--- src/sv/crc16fa_pkg.sv ---
// crc16fa_pkg: shared types, constants and the CRC-16 byte update for the frame appender.
// No dependencies; compile first.
package crc16fa_pkg;

  localparam logic [15:0] CRC_POLY = 16'hA001;
  localparam logic [15:0] CRC_INIT = 16'h0000;

  // register map (byte address 4*index)
  localparam int unsigned CFG_AW         = 3;
  localparam logic        CFG_IDX_APPEND = 1'b0;

  // how the back end plays out one queued request
  typedef enum logic [1:0] {
    KIND_DATA,    // plain byte, no end mark
    KIND_LAST,    // final byte, carries end mark, no CRC
    KIND_APPEND   // final byte, followed by CRC low and high
  } kind_t;

  typedef enum logic [1:0] {
    PH_DATA,
    PH_CRC_LO,
    PH_CRC_HI
  } phase_t;

  typedef struct packed {
    logic [7:0]  data;
    logic [15:0] crc;
    kind_t       kind;
  } entry_t;

  // reflected CRC-16, LSB first, one bit per step
  function automatic logic [15:0] crc16_update(input logic [15:0] crc_in,
                                               input logic [7:0]  byte_in);
    logic [15:0] c;
    logic [7:0]  b;
    logic        fb;
    c = crc_in;
    b = byte_in;
    for (int k = 0; k < 8; k++) begin
      fb = b[0] ^ c[0];
      c  = c >> 1;
      if (fb) begin
        c = c ^ CRC_POLY;
      end
      b = b >> 1;
    end
    return c;
  endfunction

endpackage

--- src/sv/crc16fa_in_if.sv ---
// crc16fa_in_if: valid/ready channel carrying one frame byte and its last flag.
// No dependencies.
interface crc16fa_in_if;
  logic       valid;
  logic       ready;
  logic [7:0] data_byte;
  logic       last_byte;

  modport source (output valid, output data_byte, output last_byte, input ready);
  modport sink   (input valid, input data_byte, input last_byte, output ready);
endinterface

--- src/sv/crc16fa_out_if.sv ---
// crc16fa_out_if: valid/ready channel carrying one line byte and its end-of-frame mark.
// No dependencies.
interface crc16fa_out_if;
  logic       valid;
  logic       ready;
  logic [7:0] out_byte;
  logic       end_of_frame;

  modport source (output valid, output out_byte, output end_of_frame, input ready);
  modport sink   (input valid, input out_byte, input end_of_frame, output ready);
endinterface

--- src/sv/crc16fa_front.sv ---
// crc16fa_front: running CRC and classification of each accepted byte.
// Depends on crc16fa_pkg.
module crc16fa_front (
  input  logic                  clk,
  input  logic                  rst_n,
  input  logic                  accept,
  input  logic [7:0]            data_byte,
  input  logic                  last_byte,
  input  logic                  append_crc,
  output crc16fa_pkg::entry_t   entry
);
  import crc16fa_pkg::*;

  logic [15:0] crc_r;
  logic [15:0] crc_nxt;
  logic [15:0] crc_upd;

  assign crc_upd = crc16_update(crc_r, data_byte);

  always_comb begin
    entry.data = data_byte;
    entry.crc  = crc_upd;
    priority if (!last_byte) begin
      entry.kind = KIND_DATA;
    end else if (append_crc) begin
      entry.kind = KIND_APPEND;
    end else begin
      entry.kind = KIND_LAST;
    end
  end

  // clear at frame end
  always_comb begin
    crc_nxt = crc_r;
    if (accept) begin
      crc_nxt = last_byte ? CRC_INIT : crc_upd;
    end
  end

  always_ff @(posedge clk) begin
    if (!rst_n) begin
      crc_r <= CRC_INIT;
    end else begin
      crc_r <= crc_nxt;
    end
  end

endmodule

--- src/sv/crc16fa_queue.sv ---
// crc16fa_queue: small FIFO of classified requests between front and back end.
// Depends on crc16fa_pkg.
module crc16fa_queue #(
  parameter int unsigned DEPTH = 2
) (
  input  logic                  clk,
  input  logic                  rst_n,
  input  logic                  push,
  input  crc16fa_pkg::entry_t   push_entry,
  input  logic                  pop,
  output logic                  full,
  output logic                  head_valid,
  output crc16fa_pkg::entry_t   head
);
  import crc16fa_pkg::*;

  localparam int unsigned PW = (DEPTH > 1) ? $clog2(DEPTH) : 1;
  localparam int unsigned CW = $clog2(DEPTH + 1);

  entry_t        mem_r [DEPTH];
  logic [PW-1:0] wr_ptr_r, wr_ptr_nxt;
  logic [PW-1:0] rd_ptr_r, rd_ptr_nxt;
  logic [CW-1:0] count_r, count_nxt;

  function automatic logic [PW-1:0] ptr_inc(input logic [PW-1:0] p);
    return (p == PW'(DEPTH - 1)) ? '0 : p + PW'(1);
  endfunction

  assign full       = (count_r == CW'(DEPTH));
  assign head_valid = (count_r != '0);
  assign head       = mem_r[rd_ptr_r];

  always_comb begin
    wr_ptr_nxt = push ? ptr_inc(wr_ptr_r) : wr_ptr_r;
    rd_ptr_nxt = pop  ? ptr_inc(rd_ptr_r) : rd_ptr_r;
    count_nxt  = count_r;
    unique case ({push, pop})
      2'b10:   count_nxt = count_r + CW'(1);
      2'b01:   count_nxt = count_r - CW'(1);
      default: count_nxt = count_r;
    endcase
  end

  always_ff @(posedge clk) begin
    if (!rst_n) begin
      wr_ptr_r <= '0;
      rd_ptr_r <= '0;
      count_r  <= '0;
    end else begin
      wr_ptr_r <= wr_ptr_nxt;
      rd_ptr_r <= rd_ptr_nxt;
      count_r  <= count_nxt;
    end
  end

  always_ff @(posedge clk) begin
    if (push) begin
      mem_r[wr_ptr_r] <= push_entry;
    end
  end

endmodule

--- src/sv/crc16fa_back.sv ---
// crc16fa_back: plays each queued request out as one or three line bytes.
// Depends on crc16fa_pkg.
module crc16fa_back (
  input  logic                  clk,
  input  logic                  rst_n,
  input  logic                  head_valid,
  input  crc16fa_pkg::entry_t   head,
  output logic                  pop,
  output logic                  out_valid,
  input  logic                  out_ready,
  output logic [7:0]            out_byte,
  output logic                  out_eof
);
  import crc16fa_pkg::*;

  phase_t     phase_r, phase_nxt;
  logic       out_valid_r;
  logic [7:0] out_byte_r;
  logic       out_eof_r;

  logic       load;
  logic       emit;
  logic [7:0] emit_byte;
  logic       emit_eof;

  // output register free or draining this cycle
  assign load = !out_valid_r || out_ready;

  always_comb begin
    phase_nxt = phase_r;
    unique case (phase_r)
      PH_DATA: begin
        if (load && head_valid && head.kind == KIND_APPEND) begin
          phase_nxt = PH_CRC_LO;
        end
      end
      PH_CRC_LO: begin
        if (load) begin
          phase_nxt = PH_CRC_HI;
        end
      end
      PH_CRC_HI: begin
        if (load) begin
          phase_nxt = PH_DATA;
        end
      end
      default: phase_nxt = PH_DATA;
    endcase
  end

  always_comb begin
    emit      = 1'b0;
    pop       = 1'b0;
    emit_byte = head.data;
    emit_eof  = 1'b0;
    unique case (phase_r)
      PH_DATA: begin
        emit      = load && head_valid;
        emit_byte = head.data;
        emit_eof  = (head.kind == KIND_LAST);
        pop       = emit && (head.kind != KIND_APPEND);
      end
      PH_CRC_LO: begin
        emit      = load;
        emit_byte = head.crc[7:0];
      end
      PH_CRC_HI: begin
        emit      = load;
        emit_byte = head.crc[15:8];
        emit_eof  = 1'b1;
        pop       = load;
      end
      default: begin
        emit = 1'b0;
      end
    endcase
  end

  always_ff @(posedge clk) begin
    if (!rst_n) begin
      phase_r     <= PH_DATA;
      out_valid_r <= 1'b0;
    end else begin
      phase_r <= phase_nxt;
      if (load) begin
        out_valid_r <= emit;
      end
    end
  end

  always_ff @(posedge clk) begin
    if (emit) begin
      out_byte_r <= emit_byte;
      out_eof_r  <= emit_eof;
    end
  end

  assign out_valid = out_valid_r;
  assign out_byte  = out_byte_r;
  assign out_eof   = out_eof_r;

endmodule

--- src/sv/crc16_frame_appender.sv ---
// crc16_frame_appender: top level, byte stream with CRC-16/ARC appended at frame end.
// Depends on crc16fa_pkg, crc16fa_in_if, crc16fa_out_if, crc16fa_front, crc16fa_queue,
// crc16fa_back.
//
//   channel   dir  handshake           payload
//   in_ch     in   valid/ready         data_byte[7:0], last_byte
//   out_ch    out  valid/ready         out_byte[7:0], end_of_frame
//   cfg_*     in   APB write/read      append_crc at byte address 0
//
// Flow: one request per clock for ordinary bytes while out_ch.ready is high;
// a last byte with CRC append enabled yields three bytes (data, CRC low, CRC high).
// An input byte is registered into the queue, then into the output register.
// Reset (rst_n low, synchronous) clears the running CRC, queue and output valid,
// and sets append_crc to 1. No clearing pass is needed.
// Stalls: out_ch.ready low holds the output register; the queue keeps accepting
// until QUEUE_DEPTH requests are waiting, then in_ch.ready drops.
module crc16_frame_appender #(
  parameter int unsigned QUEUE_DEPTH = 2   // queued requests, 2 or more
) (
  input  logic                                   clk,
  input  logic                                   rst_n,
  crc16fa_in_if.sink                             in_ch,
  crc16fa_out_if.source                          out_ch,
  input  logic                                   cfg_psel,
  input  logic                                   cfg_penable,
  input  logic                                   cfg_pwrite,
  input  logic [crc16fa_pkg::CFG_AW-1:0]         cfg_paddr,
  input  logic [31:0]                            cfg_pwdata,
  output logic [31:0]                            cfg_prdata,
  output logic                                   cfg_pready
);
  import crc16fa_pkg::*;

  // ---------------------------------------------------------------------------
  // Configuration: single register, word index is paddr[2]
  // ---------------------------------------------------------------------------
  logic append_r, append_nxt;
  logic cfg_wr;
  logic cfg_hit;

  assign cfg_pready = 1'b1;
  assign cfg_hit    = (cfg_paddr[2] == CFG_IDX_APPEND);
  assign cfg_wr     = cfg_psel && cfg_penable && cfg_pwrite && cfg_pready;

  always_comb begin
    append_nxt = append_r;
    if (cfg_wr && cfg_hit) begin
      append_nxt = cfg_pwdata[0];
    end
  end

  always_ff @(posedge clk) begin
    if (!rst_n) begin
      append_r <= 1'b1;
    end else begin
      append_r <= append_nxt;
    end
  end

  assign cfg_prdata = cfg_hit ? {31'b0, append_r} : 32'b0;

  // ---------------------------------------------------------------------------
  // Front end: accept, update CRC, classify
  // ---------------------------------------------------------------------------
  entry_t in_entry;
  entry_t head;
  logic   q_full;
  logic   q_valid;
  logic   q_pop;
  logic   in_accept;

  assign in_ch.ready = !q_full;
  assign in_accept   = in_ch.valid && !q_full;

  crc16fa_front u_front (
    .clk        (clk),
    .rst_n      (rst_n),
    .accept     (in_accept),
    .data_byte  (in_ch.data_byte),
    .last_byte  (in_ch.last_byte),
    .append_crc (append_r),
    .entry      (in_entry)
  );

  // ---------------------------------------------------------------------------
  // Request queue between front and back end
  // ---------------------------------------------------------------------------
  crc16fa_queue #(
    .DEPTH (QUEUE_DEPTH)
  ) u_queue (
    .clk        (clk),
    .rst_n      (rst_n),
    .push       (in_accept),
    .push_entry (in_entry),
    .pop        (q_pop),
    .full       (q_full),
    .head_valid (q_valid),
    .head       (head)
  );

  // ---------------------------------------------------------------------------
  // Back end: data byte, then optional CRC low/high, into the output register
  // ---------------------------------------------------------------------------
  crc16fa_back u_back (
    .clk        (clk),
    .rst_n      (rst_n),
    .head_valid (q_valid),
    .head       (head),
    .pop        (q_pop),
    .out_valid  (out_ch.valid),
    .out_ready  (out_ch.ready),
    .out_byte   (out_ch.out_byte),
    .out_eof    (out_ch.end_of_frame)
  );

endmodule
--- src/flat_wrapper.sv ---
// flat-port wrapper written by rule: the top's interface ports become plain ports
module crc16_frame_appender_flat import crc16fa_pkg::*;
#(
  parameter int unsigned QUEUE_DEPTH = 2                                
)
  (clk, rst_n, cfg_psel, cfg_penable, cfg_pwrite, cfg_paddr, cfg_pwdata, cfg_prdata, cfg_pready, in_ch_valid, in_ch_data_byte, in_ch_last_byte, in_ch_ready, out_ch_valid, out_ch_out_byte, out_ch_end_of_frame, out_ch_ready);
  crc16fa_in_if in_ch_i ();
  crc16fa_out_if out_ch_i ();
  input  logic clk;
  input  logic rst_n;
  input  logic cfg_psel;
  input  logic cfg_penable;
  input  logic cfg_pwrite;
  input  logic [crc16fa_pkg::CFG_AW-1:0] cfg_paddr;
  input  logic [31:0] cfg_pwdata;
  output logic [31:0] cfg_prdata;
  output logic cfg_pready;
  input wire logic [$bits(in_ch_i.valid)-1:0] in_ch_valid;
  input wire logic [$bits(in_ch_i.data_byte)-1:0] in_ch_data_byte;
  input wire logic [$bits(in_ch_i.last_byte)-1:0] in_ch_last_byte;
  output wire logic [$bits(in_ch_i.ready)-1:0] in_ch_ready;
  output wire logic [$bits(out_ch_i.valid)-1:0] out_ch_valid;
  output wire logic [$bits(out_ch_i.out_byte)-1:0] out_ch_out_byte;
  output wire logic [$bits(out_ch_i.end_of_frame)-1:0] out_ch_end_of_frame;
  input wire logic [$bits(out_ch_i.ready)-1:0] out_ch_ready;
  assign in_ch_i.valid = in_ch_valid;
  assign in_ch_i.data_byte = in_ch_data_byte;
  assign in_ch_i.last_byte = in_ch_last_byte;
  assign in_ch_ready = in_ch_i.ready;
  assign out_ch_valid = out_ch_i.valid;
  assign out_ch_out_byte = out_ch_i.out_byte;
  assign out_ch_end_of_frame = out_ch_i.end_of_frame;
  assign out_ch_i.ready = out_ch_ready;
  crc16_frame_appender #(.QUEUE_DEPTH(QUEUE_DEPTH)) u_core (.clk(clk), .rst_n(rst_n), .in_ch(in_ch_i), .out_ch(out_ch_i), .cfg_psel(cfg_psel), .cfg_penable(cfg_penable), .cfg_pwrite(cfg_pwrite), .cfg_paddr(cfg_paddr), .cfg_pwdata(cfg_pwdata), .cfg_prdata(cfg_prdata), .cfg_pready(cfg_pready));
endmodule
--- config.mk ---
export PLATFORM = sky130hd
export DESIGN_NAME = crc16_frame_appender_flat
export DESIGN_NICKNAME = d
export VERILOG_FILES = /design/src/sv/crc16fa_pkg.sv /design/src/sv/crc16fa_in_if.sv /design/src/sv/crc16fa_out_if.sv /design/src/sv/crc16fa_front.sv /design/src/sv/crc16fa_queue.sv /design/src/sv/crc16fa_back.sv /design/src/sv/crc16_frame_appender.sv /design/src/flat_wrapper.sv
export SDC_FILE = /design/constraint.sdc
export NUM_CORES = 1
export LEC_CHECK = 0
export ABC_CLOCK_PERIOD_IN_PS = 7000
export BUFFER_PORTS_ARGS = -buffer_cell sky130_fd_sc_hd__buf_2
export CORE_MARGIN = 2
export CORE_UTILIZATION = 30
export DETAILED_ROUTE_END_ITERATION = 6
export GPL_ROUTABILITY_DRIVEN = 0
export PLACE_DENSITY = 0.5
export SLEW_MARGIN = 20
export SYNTH_ARGS = -nofsm -noshare
export SYNTH_HDL_FRONTEND = slang
export SYNTH_SLANG_ARGS = --single-unit
export TNS_END_PERCENT = 10
--- constraint.sdc ---
create_clock -name clk -period 7 [get_ports clk]
set_input_delay 0.7 -clock clk [delete_from_list [all_inputs] [get_ports clk]]
set_output_delay 0.7 -clock clk [all_outputs]
set_load 0.03 [all_outputs]
==> results.txt <==
The flow ran to the end, and the final reports show no timing, DRC or antenna violations. The number of gates resized after CTS was 0. The number of enable-type register cells in the synthesized netlist is between 60 and 70. The max-capacitance violation count is 0. The cell depth of the worst min-delay path came out at 0. The pin slew with the least headroom to its limit is 0.791 ns. The cell-internal power is about 1.2 mW. The detailed router's first-iteration violation count came out at 63. The aggregate routed wire length came out at around 7100 um. Setup repair after global routing left no endpoint under its margin. The count of nets left with antenna violations once routing finished came out at 0. The global routing usage on met3 came out at under 10%. In this run the critical register-to-register path is captured at u_core.u_queue.count_r[1]. For hold timing, the worst endpoint is u_core.u_queue.mem_r[0][4]. STA classifies the critical path endpoint as a flop. The final-report setup violation count is 0. The required time at the endpoint of the critical path came out at 7.27 ns. The utilization after layout came out at between 30% and 40%. The number of slew-limit violations in the final report is 0. For this design the static power due to leakage is ~1.6 nW.

The tree is rooted in a clkbuf_16. The worst-case clock skew came out at 0.00643 ns. The core footprint is 12700 um^2. For this run, the register share of the synthesized area comes to around three fifths. The total power is 1.74 mW.

The number of top-level pins came out at 95. The clock passes through at most 2 buffers. In this run, the combinational gates consume 33.0% of the power.

The number of clock sinks is 86. For this run, global-route usage on met1 was measured as 13.9%. Buffers added to address setup during post-CTS repair amount to 0. The number of warnings reported in the yosys synthesis log is 0. The detailed-route via count came out at 2124. Summed over all instances, the cell type with the most area after synthesis is edfxtp_1.

After layout, the minimum clock period comes to 2.14 ns. The post-synthesis cell area came out at 3910 um^2. Global routing used between 15 and 20% of the available met2 tracks. The number of global-route vias before repair came out at about 2000. The clock latency at the later pin of the worst-skew pair came out at between 0.3 and 0.4 ns. The proportion of netlist area held by the largest area contributor came out at ~47%. The HPWL reported at the end of detailed placement is 4540 um.

By area the synthesized netlist is led by edfxtp_1, dfxtp_1, buf_4. The placement-stage worst setup slack is 4.57 ns. Leaving out fill and tap cells, the most frequent cells in the layout are edfxtp_1, conb_1, buf_2. The most heavily used metal layer in global routing is met2. The final instance area is 4400 um^2. The depth of the CTS H-tree came out at 3. The highest clock frequency the design can meet is 467 MHz. The cell row count is 41.

The number of antenna violations at the first check in global routing came out at 0. The smallest hold slack came out at 0.472 ns. The initial standard-cell utilization of the core is slightly above 30%.

The number of hold buffers added after CTS is 0. The final critical-path setup slack came out at 4.86 ns. The highest fanout seen on the critical path is 36.

In this run the register-to-register setup slack is approximately 4.9 ns. The most frequent standard cell in the layout excluding fill and tap cells is edfxtp_1. The register bit count reported by yosys is 86. STA classifies the critical path startpoint as a flop. The worst endpoint data arrival time came out at between 2 and 2.5 ns.

The startpoint-to-endpoint class of the critical path is flop to flop. The worst relative slew slack came out at 47.1%. Counting tap cells, the placed design contains a total of 486 instances. The instance area at placement came out at 4130 um^2. The number of cells traversed by the worst register-to-register path came out at 8. Per report_power, the clock group accounts for 24.4% of the total. Summed over all layers, the global routing overflow is 0. For the final routed database, the setup TNS stands at 0 ns. The filler cells instantiated in the layout total 1286. The worst path uses 30.6% of the clock period. Dividing the detail-routed via count by the number of cells gives about 4.2. The final routed DRC violation total is 0. VDD sags by at most 0.112 mV.

The most frequently used flop master after synthesis is edfxtp_1. The class of the tightest hold or removal check is flop to flop. The power density relative to cell area came out at around 400 nW/um^2. The width of the die came out at 118 um.

After clock tree synthesis, the clock-pin slew on the worst setup and hold paths is 0.06 ns. The sequential share of power came out at between 40 and 50%. The hold violation count in the final report is 0. The share of cells above drive strength 1 came out at 19.4%.

The net switching fraction of the power came out at around 33%. The net switching power of the design came out at 581 uW. The die is 118 um tall. Synthesis produced 295 cells. Relative to the synthesized area, the layout overhead comes to 12.6%. TritonCTS built the clock tree. The detailed-routing iteration count for the pre-antenna-repair pass came out at 4. The repair_antennas step left the layout with diodes totalling 0. Counting flops with an async set or reset pin after synthesis yields a share of 0%. In this run, CTS created clock tree buffers numbering 9. The synthesized area per cell is 13.2 um^2.

Port buffering added 29 buffers. The number of distinct library cells after synthesis is 35. The count of non-filler cells in the finished layout came out at 502. The global-route usage over all layers came out at 10.7%. Dividing the detail-routed wire length by the instance count gives 14.1 um.

The number of nets in the layout is 382. The hold path startpoint is u_core.u_front.crc_r[10]. The die covers 14000 um^2. The maximum number of pins on one net before global-route repair is 37. The wire length of the first global-routing pass is 11100 um.
==> logic make-up after synthesis <==
group / Yosys count / share of synthesized area [%]
AOI/OAI and AO/OA: 53 / 9.09
xor gates and xnor gates: 26 / 7.94
muxes: 18 / 5.12
adders and majority gates: 6 / 1.92
buffers and inverters: 50 / 7.88
other: 2 / 0.192
and+or+nand+nor: 54 / 8.17
DFF: 86 / 59.7
==> synthesized netlist by cell type (all sizes together), types with 4 or more instances <==
master	n
nor2b	28
nor2	8
a211oi	8
nor3b	6
mux2	16
inv	5
xnor2	17
a22oi	18
dfxtp	25
xor2	8
and2	4
buf	33
clkbuf	12
a21oi	17
ha	6
edfxtp	61
==> worst max-delay path, stage by stage, from the launching register on <==
cell	delay [ns]
dfxtp_1	0.31
buf_4	0.36
nor2_1	0.07
a32oi_1	0.24
a21oi_1	0.10
nor2_1	0.19
ha_1	0.29
or3_1	0.37
a21boi_1	0.13
==> power by group through the flow <==
| stage | Sequential (mW) | Combinational [mW] | Clock [mW] |
|---|---|---|---|
| after floorplan | 0.811 | 0.382 | 0 |
| after global placement | 0.749 | 0.577 | 0 |
| after detailed placement | 0.753 | 0.583 | 0 |
| after CTS | 0.743 | 0.585 | 0.441 |
| after global routing | 0.753 | 0.638 | 0.463 |
| final | 0.742 | 0.576 | 0.427 |
==> layer usage <==
metal	vias up	routed length, um
li1	1046	-
met1	1010	3370
met2	55	3220
met3	13	317
met4	0	157
met5	-	0
==> flip-flops by register name, indices dropped and copies added, names as in the netlist, named ones only <==
signal                   count
u_core.append_r              1
u_core.u_back.out_byte       8
u_core.u_back.out_eof        1
u_core.u_back.out_valid      1
u_core.u_back.phase_r        2
u_core.u_front.crc_r        16
u_core.u_queue.count_r       2
u_core.u_queue.mem_r        52
u_core.u_queue.rd_ptr_r      1
u_core.u_queue.wr_ptr_r      1
==> how the worst max path moves through the flow <==
stage	startpoint	end	slack [ns]	depth (start not counted)
after CTS	flop	u_core.u_queue.count_r[1]	4.84	8
after global placement	in_ch_data_byte[2]	u_core.u_front.crc_r[0]	4.61	7
final	flop	u_core.u_queue.count_r[1]	4.86	8
after floorplan	u_core.u_queue.count_r[0]	u_core.u_queue.mem_r[0][0]	4.27	4
after detailed placement	in_ch_data_byte[2]	u_core.u_front.crc_r[0]	4.57	7
after global routing	flop	u_core.u_queue.count_r[1]	4.66	8
==> cell type report <==
cell class | count | area [um^2] | area share [%]
clock buffers | 13 | 250 | 5.69
clock inverters | 3 | 13.8 | 0.313
inverters | 5 | 18.8 | 0.427
multi-input cells | 189 | 1390 | 31.5
flip-flops and latches | 86 | 2330 | 53.0
well taps | 172 | 215 | 4.89
repair buffers | 34 | 183 | 4.15
(Power assumes the default switching activity.)
